`config.mk`:
```
export PLATFORM = sky130hd
export DESIGN_NAME = brush_point_plotter_unit
export DESIGN_NICKNAME = d
export VERILOG_FILES = /design/src/rtl/bpp_pkg.sv /design/src/rtl/brush_point_plotter_unit.sv /design/src/rtl/bpp_agen.sv
export SDC_FILE = /design/constraint.sdc
export NUM_CORES = 1
export LEC_CHECK = 0
export ABC_CLOCK_PERIOD_IN_PS = 17700
export BUFFER_PORTS_ARGS = -buffer_cell sky130_fd_sc_hd__buf_2
export CORE_MARGIN = 1.5
export CORE_UTILIZATION = 35
export DETAILED_ROUTE_END_ITERATION = 8
export SKIP_CTS_REPAIR_TIMING = 1
export SLEW_MARGIN = 40
export SYNTH_ARGS = -nofsm -noshare
export SYNTH_HDL_FRONTEND = slang
export SYNTH_SLANG_ARGS = --single-unit
export TNS_END_PERCENT = 30
```
`constraint.sdc`:
```
create_clock -name clk_i -period 17.7 [get_ports clk_i]
set_input_delay 2.655 -clock clk_i [delete_from_list [all_inputs] [get_ports clk_i]]
set_output_delay 2.655 -clock clk_i [all_outputs]
set_load 0.02 [all_outputs]
```
`src/rtl/bpp_pkg.sv`:
```
package bpp_pkg;

  localparam int unsigned DEFAULT_COLUMNS = 1024;
  localparam int unsigned DEFAULT_ROWS    = 768;

  localparam int unsigned PIX_W  = 20;
  localparam int unsigned COL_W  = 8;
  localparam int unsigned FUNC_W = 2;
  localparam int unsigned STAT_W = 2;

  localparam logic [FUNC_W-1:0] FUNC_SINGLE = 2'd0;
  localparam logic [FUNC_W-1:0] FUNC_MEDIUM = 2'd1;
  localparam logic [FUNC_W-1:0] FUNC_LARGE  = 2'd2;

  localparam logic [STAT_W-1:0] STAT_OK    = 2'd0;
  localparam logic [STAT_W-1:0] STAT_NEG   = 2'd1;
  localparam logic [STAT_W-1:0] STAT_RANGE = 2'd2;

  // microcode layout: single step, medium program, large program
  localparam int unsigned UC_DEPTH = 37;
  localparam int unsigned PC_W     = $clog2(UC_DEPTH);

  localparam logic [PC_W-1:0] ENTRY_SINGLE = PC_W'(0);
  localparam logic [PC_W-1:0] ENTRY_MEDIUM = PC_W'(1);
  localparam logic [PC_W-1:0] ENTRY_LARGE  = PC_W'(8);

  typedef struct packed {
    logic              single;
    logic              last;
    logic signed [3:0] dx;
    logic signed [3:0] dy;
  } ucode_t;

  typedef struct packed {
    ucode_t cw;
    logic   minus;
  } agen_ctl_t;

  typedef struct packed {
    logic             in_range;
    logic [PIX_W-1:0] addr;
  } agen_res_t;

  function automatic ucode_t uc(input int dx, input int dy);
    ucode_t w;
    w.single = 1'b0;
    w.last   = (dx == 0) && (dy == 0);
    w.dx     = 4'(dx);
    w.dy     = 4'(dy);
    return w;
  endfunction

  function automatic ucode_t ucode_rom(input logic [PC_W-1:0] idx);
    ucode_t w;
    case (idx)
      6'd1:  w = uc( 0, -2);
      6'd2:  w = uc(-1, -1);
      6'd3:  w = uc( 0, -1);
      6'd4:  w = uc( 1, -1);
      6'd5:  w = uc(-2,  0);
      6'd6:  w = uc(-1,  0);
      6'd7:  w = uc( 0,  0);
      6'd8:  w = uc(-1, -4);
      6'd9:  w = uc( 0, -4);
      6'd10: w = uc( 1, -4);
      6'd11: w = uc(-2, -3);
      6'd12: w = uc(-1, -3);
      6'd13: w = uc( 0, -3);
      6'd14: w = uc( 1, -3);
      6'd15: w = uc( 2, -3);
      6'd16: w = uc(-3, -2);
      6'd17: w = uc(-2, -2);
      6'd18: w = uc(-1, -2);
      6'd19: w = uc( 0, -2);
      6'd20: w = uc( 1, -2);
      6'd21: w = uc( 2, -2);
      6'd22: w = uc( 3, -2);
      6'd23: w = uc(-4, -1);
      6'd24: w = uc(-3, -1);
      6'd25: w = uc(-2, -1);
      6'd26: w = uc(-1, -1);
      6'd27: w = uc( 0, -1);
      6'd28: w = uc( 1, -1);
      6'd29: w = uc( 2, -1);
      6'd30: w = uc( 3, -1);
      6'd31: w = uc( 4, -1);
      6'd32: w = uc(-4,  0);
      6'd33: w = uc(-3,  0);
      6'd34: w = uc(-2,  0);
      6'd35: w = uc(-1,  0);
      6'd36: w = uc( 0,  0);
      default: begin
        w        = uc(0, 0);
        w.single = 1'b1;
      end
    endcase
    return w;
  endfunction

  function automatic logic [PC_W-1:0] entry_of(input logic [FUNC_W-1:0] f);
    logic [PC_W-1:0] e;
    case (f)
      FUNC_MEDIUM: e = ENTRY_MEDIUM;
      FUNC_LARGE:  e = ENTRY_LARGE;
      default:     e = ENTRY_SINGLE;
    endcase
    return e;
  endfunction

endpackage

```
`src/rtl/brush_point_plotter_unit.sv`:
```
// Brush point plotter. Each request on the slave side carries a signed
// centre (x, y), an RGB color and a brush code (single, medium, large);
// the master side returns pixel writes for every brush pixel that lands
// on the screen, in table order (plus offset, then minus offset), with
// tlast on the final write. Offsets are applied to the linear index, so
// brushes wrap across row ends. A negative coordinate or a centre past the
// screen yields one status-only item. The request is taken in S_IDLE, the
// centre multiply is registered in S_MUL and the checks run in S_CHECK;
// then S_RUN walks every candidate address of the brush program, skipped
// or not, as the address unit and the output register handle one candidate
// per cycle while the output register is free; an output stall holds the
// walk. A new request is taken only once the unit is back in S_IDLE.
module brush_point_plotter_unit #(
  parameter int unsigned SCREEN_COLUMNS = bpp_pkg::DEFAULT_COLUMNS,
  parameter int unsigned SCREEN_ROWS    = bpp_pkg::DEFAULT_ROWS
) (
  input  logic        clk_i,
  input  logic        rst_ni,
  input  logic        s_tvalid_i,
  output logic        s_tready_o,
  input  logic [55:0] s_tdata_i,  // x_coord, y_coord, red_in, green_in, blue_in
  input  logic [1:0]  s_tuser_i,  // func
  output logic        m_tvalid_o,
  input  logic        m_tready_i,
  output logic [47:0] m_tdata_o,  // pixel_address, red_out, green_out, blue_out, pad
  output logic [2:0]  m_tuser_o,  // write_valid, status
  output logic        m_tlast_o
);
  import bpp_pkg::*;

  localparam int unsigned CENW = 16 + $clog2(SCREEN_COLUMNS);
  localparam logic [CENW:0] SIZE_U = (CENW + 1)'(SCREEN_COLUMNS * SCREEN_ROWS);

  localparam logic [1:0] S_IDLE  = 2'd0;
  localparam logic [1:0] S_MUL   = 2'd1;
  localparam logic [1:0] S_CHECK = 2'd2;
  localparam logic [1:0] S_RUN   = 2'd3;

  logic [1:0]        state_q, state_d;
  logic [PC_W-1:0]   pc_q, pc_d;
  logic              minus_q, minus_d;

  logic [FUNC_W-1:0] func_q;
  logic [15:0]       x_q, y_q;
  logic [COL_W-1:0]  r_q, g_q, b_q;
  logic [CENW-1:0]   centre_q;
  logic [CENW-1:0]   centre_d;

  logic              out_valid_q, out_valid_d;
  logic              out_last_q, out_last_d;
  logic              out_wv_q, out_wv_d;
  logic [STAT_W-1:0] out_stat_q, out_stat_d;
  logic [PIX_W-1:0]  out_addr_q, out_addr_d;
  logic [COL_W-1:0]  out_r_q, out_r_d, out_g_q, out_g_d, out_b_q, out_b_d;

  logic              s_fire;
  logic              out_free;
  logic              out_load;
  ucode_t            cw;
  agen_ctl_t         actl;
  agen_res_t         ares;

  assign s_tready_o = (state_q == S_IDLE);
  assign s_fire     = s_tvalid_i && s_tready_o;
  assign out_free   = !out_valid_q || m_tready_i;
  assign cw         = ucode_rom(pc_q);
  assign actl.cw    = cw;
  assign actl.minus = minus_q;
  assign centre_d   = CENW'(x_q[14:0]) + CENW'(y_q[14:0]) * CENW'(SCREEN_COLUMNS);

  bpp_agen #(
    .SCREEN_COLUMNS(SCREEN_COLUMNS),
    .SCREEN_ROWS   (SCREEN_ROWS),
    .CENW          (CENW)
  ) u_agen (
    .centre_i(centre_q),
    .ctl_i   (actl),
    .res_o   (ares)
  );

  always_comb begin
    state_d    = state_q;
    pc_d       = pc_q;
    minus_d    = minus_q;
    out_load   = 1'b0;
    out_last_d = 1'b0;
    out_wv_d   = 1'b0;
    out_stat_d = STAT_OK;
    out_addr_d = '0;
    out_r_d    = '0;
    out_g_d    = '0;
    out_b_d    = '0;
    case (state_q)
      S_IDLE: begin
        if (s_fire) state_d = S_MUL;
      end
      S_MUL: state_d = S_CHECK;
      S_CHECK: begin
        if (out_free) begin
          if (x_q[15] || y_q[15]) begin
            out_load   = 1'b1;
            out_last_d = 1'b1;
            out_stat_d = STAT_NEG;
            state_d    = S_IDLE;
          end else if ({1'b0, centre_q} >= SIZE_U) begin
            out_load   = 1'b1;
            out_last_d = 1'b1;
            out_stat_d = STAT_RANGE;
            state_d    = S_IDLE;
          end else begin
            pc_d    = entry_of(func_q);
            minus_d = 1'b0;
            state_d = S_RUN;
          end
        end
      end
      S_RUN: begin
        if (out_free) begin
          if (ares.in_range) begin
            out_load   = 1'b1;
            out_wv_d   = 1'b1;
            out_last_d = cw.last && (cw.single || minus_q);
            out_addr_d = ares.addr;
            out_r_d    = r_q;
            out_g_d    = g_q;
            out_b_d    = b_q;
          end
          if (cw.single || minus_q) begin
            minus_d = 1'b0;
            if (cw.last) state_d = S_IDLE;
            else         pc_d    = pc_q + 1'b1;
          end else begin
            minus_d = 1'b1;
          end
        end
      end
      default: state_d = S_IDLE;
    endcase
  end

  always_comb begin
    if (out_load)        out_valid_d = 1'b1;
    else if (m_tready_i) out_valid_d = 1'b0;
    else                 out_valid_d = out_valid_q;
  end

  always_ff @(posedge clk_i or negedge rst_ni) begin
    if (!rst_ni) begin
      state_q     <= S_IDLE;
      pc_q        <= '0;
      minus_q     <= 1'b0;
      out_valid_q <= 1'b0;
    end else begin
      state_q     <= state_d;
      pc_q        <= pc_d;
      minus_q     <= minus_d;
      out_valid_q <= out_valid_d;
    end
  end

  always_ff @(posedge clk_i) begin
    if (s_fire) begin
      func_q <= s_tuser_i;
      x_q    <= s_tdata_i[15:0];
      y_q    <= s_tdata_i[31:16];
      r_q    <= s_tdata_i[39:32];
      g_q    <= s_tdata_i[47:40];
      b_q    <= s_tdata_i[55:48];
    end
    if (state_q == S_MUL) centre_q <= centre_d;
    if (out_load) begin
      out_last_q <= out_last_d;
      out_wv_q   <= out_wv_d;
      out_stat_q <= out_stat_d;
      out_addr_q <= out_addr_d;
      out_r_q    <= out_r_d;
      out_g_q    <= out_g_d;
      out_b_q    <= out_b_d;
    end
  end

  assign m_tvalid_o = out_valid_q;
  assign m_tdata_o  = {4'b0000, out_b_q, out_g_q, out_r_q, out_addr_q};
  assign m_tuser_o  = {out_stat_q, out_wv_q};
  assign m_tlast_o  = out_last_q;

  a_status_only_is_error: assert property (@(posedge clk_i) disable iff (!rst_ni)
    (m_tvalid_o && !m_tuser_o[0]) |-> (m_tlast_o && (m_tuser_o[2:1] != STAT_OK)))
    else $error("status-only item without error code or tlast");

  a_write_is_ok: assert property (@(posedge clk_i) disable iff (!rst_ni)
    (m_tvalid_o && m_tuser_o[0]) |-> (m_tuser_o[2:1] == STAT_OK))
    else $error("pixel write with nonzero status");

  a_accept_starts_mul: assert property (@(posedge clk_i) disable iff (!rst_ni)
    s_fire |=> (state_q == S_MUL))
    else $error("accepted request did not start the centre multiply");

  a_pc_in_rom: assert property (@(posedge clk_i) disable iff (!rst_ni)
    (state_q == S_RUN) |-> (pc_q < PC_W'(UC_DEPTH)))
    else $error("microcode step counter beyond the program");

  a_load_only_when_free: assert property (@(posedge clk_i) disable iff (!rst_ni)
    (out_valid_q && !m_tready_i) |=> $stable(out_addr_q))
    else $error("output register overwritten while stalled");

endmodule

```
`src/rtl/bpp_agen.sv`:
```
module bpp_agen #(
  parameter int unsigned SCREEN_COLUMNS = bpp_pkg::DEFAULT_COLUMNS,
  parameter int unsigned SCREEN_ROWS    = bpp_pkg::DEFAULT_ROWS,
  parameter int unsigned CENW           = 16 + $clog2(SCREEN_COLUMNS)
) (
  input  logic [CENW-1:0]       centre_i,
  input  bpp_pkg::agen_ctl_t    ctl_i,
  output bpp_pkg::agen_res_t    res_o
);
  import bpp_pkg::*;

  localparam int unsigned OW = $clog2(SCREEN_COLUMNS) + 5;
  localparam int unsigned AW = CENW + 2;
  localparam logic signed [OW-1:0] COLS_S = OW'(SCREEN_COLUMNS);
  localparam logic signed [AW-1:0] SIZE_S = AW'(SCREEN_COLUMNS * SCREEN_ROWS);

  logic signed [OW-1:0] dx_w;
  logic signed [OW-1:0] dy_w;
  logic signed [OW-1:0] off;
  logic signed [AW-1:0] c_s;
  logic signed [AW-1:0] off_e;
  logic signed [AW-1:0] cand;

  assign dx_w  = OW'(ctl_i.cw.dx);
  assign dy_w  = OW'(ctl_i.cw.dy);
  assign off   = dx_w + dy_w * COLS_S;
  assign c_s   = $signed({2'b00, centre_i});
  assign off_e = AW'(off);
  assign cand  = ctl_i.minus ? (c_s - off_e) : (c_s + off_e);

  assign res_o.in_range = !cand[AW-1] && (cand < SIZE_S);
  assign res_o.addr     = cand[PIX_W-1:0];

endmodule
```
==> flow_metrics.env <==
export IMPL_drc=0
export IMPL_via_per_inst=5.05
export IMPL_grt_pass1_wl_mm=27.6
export IMPL_critPathLaunchType="register"
export IMPL_path_buf_inv=2
export IMPL_firstDrtPassIters=5
export IMPL_worst_path_max_delay_cell="a2111oi_1"
export IMPL_avgSynthCellArea_sq_um=11.3
export IMPL_startpoint="pc_q[0]$_DFFE_PN0P_"
export IMPL_ant_nets=0
export IMPL_core_area_sq_um=21900
export IMPL_synth_seq_cells=142
export IMPL_fin_crit_sh_pct=41.6
export IMPL_slew_violations=0
export IMPL_finalSetupViolCount=0
export IMPL_globalplace_congestion=0.906
export IMPL_first_global_vias=5453
export IMPL_avgRoutedWirePerCell_microns=15.5
export IMPL_die_x_microns=153
export IMPL_cp_top_family="compound AO/OA/AOI/OAI gates"
export IMPL_drv_cap=0
export IMPL_async_reset_ff_share_pct=7.04
export IMPL_cts_sinks=142
export IMPL_ys_warn_count=0
export IMPL_antenna_found_initial=0
export IMPL_synth_area_sq_um=7860
export IMPL_final_layout_size_suffix_gt1_share_pct=23.7
export IMPL_crit_fanout=45
export IMPL_slew_headroom_pct=51.1
export IMPL_die_h_microns=153
export IMPL_status="completed"
export IMPL_min_delay_start="x_q[3]$_DFFE_PP_"
export IMPL_fmax_mhz=136
export IMPL_worst_pin_slew_ns=0.731
export IMPL_min_path_type="register to register"
export IMPL_drt_iter0_markers=387
export IMPL_final_hold_violation_count=0
export IMPL_rsz0062_at_grt="false"
export IMPL_antenna_cells=0
export IMPL_gr_usage_all_layers_pct=14.9
export IMPL_tns_ns=0
export IMPL_ys_types=72
export IMPL_vias=5537
export IMPL_skew_ns=0.00767
export IMPL_synth_flop_cell="edfxtp_1"
export IMPL_ios=116
export IMPL_max_stage_delay_ns=0.59
export IMPL_critPathArrivalTime_ns=7.42
export IMPL_wl_mm=17.0
export IMPL_r2r_start="pc_q[0]$_DFFE_PN0P_"
export IMPL_synth_edf_count=132
export IMPL_grt_overflow=0
export IMPL_cts_clk_slew_worst_paths_ns=0.06
export IMPL_nNetsFinal=917
export IMPL_clkLatencyLatePin_ns=0.42
export IMPL_initial_core_util_pct=35.9
export IMPL_rows=54
export IMPL_worstSetupPathType="register to register"
export IMPL_path_cells="inv_1 -> ha_1 -> and2_1 -> o221ai_1 -> a31oi_1 -> nand2_1 -> nand2_1 -> ha_1 -> fa_1 -> fa_1 -> a2111oi_2 -> nand4b_1 -> a21oi_1 -> nor2_1 -> xor2_1 -> ha_1 -> and3_1 -> nand2_1 -> a2111oi_1 -> o21ai_0 -> a211oi_2 -> o2111ai_4 -> o21ai_4 -> buf_4"
export IMPL_yosysSeqAreaShare_pct=53.6
export IMPL_cts_max_path_buffers=2
export IMPL_end_kind="register"
export IMPL_dieArea_sq_um=23400
export IMPL_period_minus_slack_ns=7.37
export IMPL_dp_hpwl_mm=12.0
export IMPL_crit_required_ns=17.75
export IMPL_htree_levels=4
export IMPL_cts_tree="done"
export IMPL_netlist_instances=698
export IMPL_area_delta_synth_final_pct=18.2
export IMPL_cts_root_buf="clkbuf_16"
export IMPL_io_buffers=111
export IMPL_grt_max_degree=60
export IMPL_cts_buffers=17
==> metal layers <==
metal  up-vias  share of wire, %  track usage (%)
met1      2615                47             19.0
met5         -                 0                0
met4         0               1.8             5.82
met3        21               5.1             3.66
met2       140                46             24.5
li1       2761                 -                -
==> worst register-to-register path: stages (launching register included) <==
cell and delay [ns]:
dfrtp_1 0.46, inv_1 0.12, ha_1 0.29, and2_1 0.19, o221ai_1 0.22, a31oi_1 0.19
nand2_1 0.10, nand2_1 0.22, ha_1 0.32, fa_1 0.39, fa_1 0.52, a2111oi_2 0.40
nand4b_1 0.15, a21oi_1 0.34, nor2_1 0.09, xor2_1 0.17, ha_1 0.45, and3_1 0.25
nand2_1 0.06, a2111oi_1 0.59, o21ai_0 0.20, a211oi_2 0.27, o2111ai_4 0.18, o21ai_4 0.21
buf_4 0.56
==> cell families (layout without fill, tap and decap cells) <==
logic type                 after synthesis  after routing  share of synthesized area, %
AOI/OAI and AO/OA                      163            163                          13.8
xor gates and xnor gates                36             36                          4.01
adders and majority gates               51             51                          8.50
buffers and inverters                   94            210                          5.25
DFF                                    142            142                          53.6
muxes                                    3              3                         0.382
other                                    1              4                        0.0477
and+or+nand+nor                        208            208                          14.4
==> sequential cells by signal (all words and copies together) (netlist names), 8 cells and up <==
register    cells
out_r_q         8
y_q            16
out_addr_q     20
x_q            16
out_g_q         8
centre_q       26
b_q             8
out_b_q         8
g_q             8
r_q             8
==> cell usage after synthesis, types with 4 or more instances <==
master	number	area, sq um
a211o_1	6	52.6
a211oi_1	4	30.0
a21o_1	6	45.0
a21oi_1	56	280
a31oi_1	7	43.8
and3_1	7	43.8
buf_2	5	25.0
buf_4	10	75.1
clkbuf_1	14	52.6
dfrtp_1	10	250
edfxtp_1	132	3960
fa_1	4	80.1
ha_1	47	588
inv_1	60	225
nand2_1	57	214
nand2b_1	8	50.1
nand3_1	9	45.0
nand4_1	8	50.1
nor2_1	30	113
nor2b_1	9	56.3
nor3_1	37	185
nor3_2	19	190
o211ai_1	5	37.5
o21ai_0	32	160
o21bai_1	6	45.0
or2_2	5	31.3
xnor2_1	24	210
xor2_1	12	105
==> cell usage in the layout (no fill, tap or decap), types with 4 or more instances in the layout <==
| cell | instances |
|---|---|
| dfrtp_1 | 10 |
| edfxtp_1 | 132 |
| nand2_1 | 57 |
| fa_1 | 4 |
| conb_1 | 4 |
| xnor2_1 | 24 |
| a211oi_1 | 4 |
| ha_1 | 47 |
| nand3_1 | 9 |
| nand4_1 | 8 |
| xor2_1 | 12 |
| inv_6 | 5 |
| a31oi_1 | 7 |
| a21oi_1 | 56 |
| buf_4 | 4 |
| o211ai_1 | 5 |
| a211o_1 | 6 |
| nor2b_1 | 8 |
| a21o_1 | 6 |
| or2_2 | 5 |
| inv_1 | 60 |
| nor3_2 | 19 |
| nand2b_1 | 8 |
| nor3_1 | 37 |
| clkbuf_16 | 17 |
| and3_1 | 7 |
| o21bai_1 | 6 |
| o21ai_0 | 31 |
| nor2_1 | 29 |
| buf_2 | 111 |
==> path summary, 6_finish.rpt <==
path | to | slack, ns | depth (start not counted)
setup / recovery | out_r_q[0]$_SDFFCE_PN0P_ | 10.33 | 24
hold / removal | centre_q[3]$_DFFE_PN_ | 0.42 | 0
setup reg to reg | out_r_q[0]$_SDFFCE_PN0P_ | 10.33 | 24
hold reg to reg | centre_q[3]$_DFFE_PN_ | 0.42 | 0
max in group asynchronous | pc_q[2]$_DFFE_PN0P_ | 15.41 | 1
min in group asynchronous | pc_q[3]$_DFFE_PN0P_ | 2.09 | 1
==> through the flow <==
stage	hold slack [ns]	util (%)	instance area [sq um]	setup slack, ns	instances
detailed placement	0.406	39.6	8660	10.46	1065
CTS	0.422	42.4	9280	10.41	1097
global route	0.427	42.4	9290	9.75	1097
floorplan	0.400	-	7870	8.37	701
finish	0.421	42.4	9290	10.33	1097
global placement	0.405	39.6	8660	10.67	1065
==> final cells by class <==
type	count	area, sq um
Clock buffer	17	425
Inverter	62	233
Fill cell	2107	12600
Clock inverter	15	200
Tap cell	280	350
Timing Repair Buffer	116	597
Multi-Input combinational cell	465	3270
Sequential cell	142	4210
Power is not shown: default switching activity piles up to over one toggle a cycle in this logic, so the estimate is an artifact.
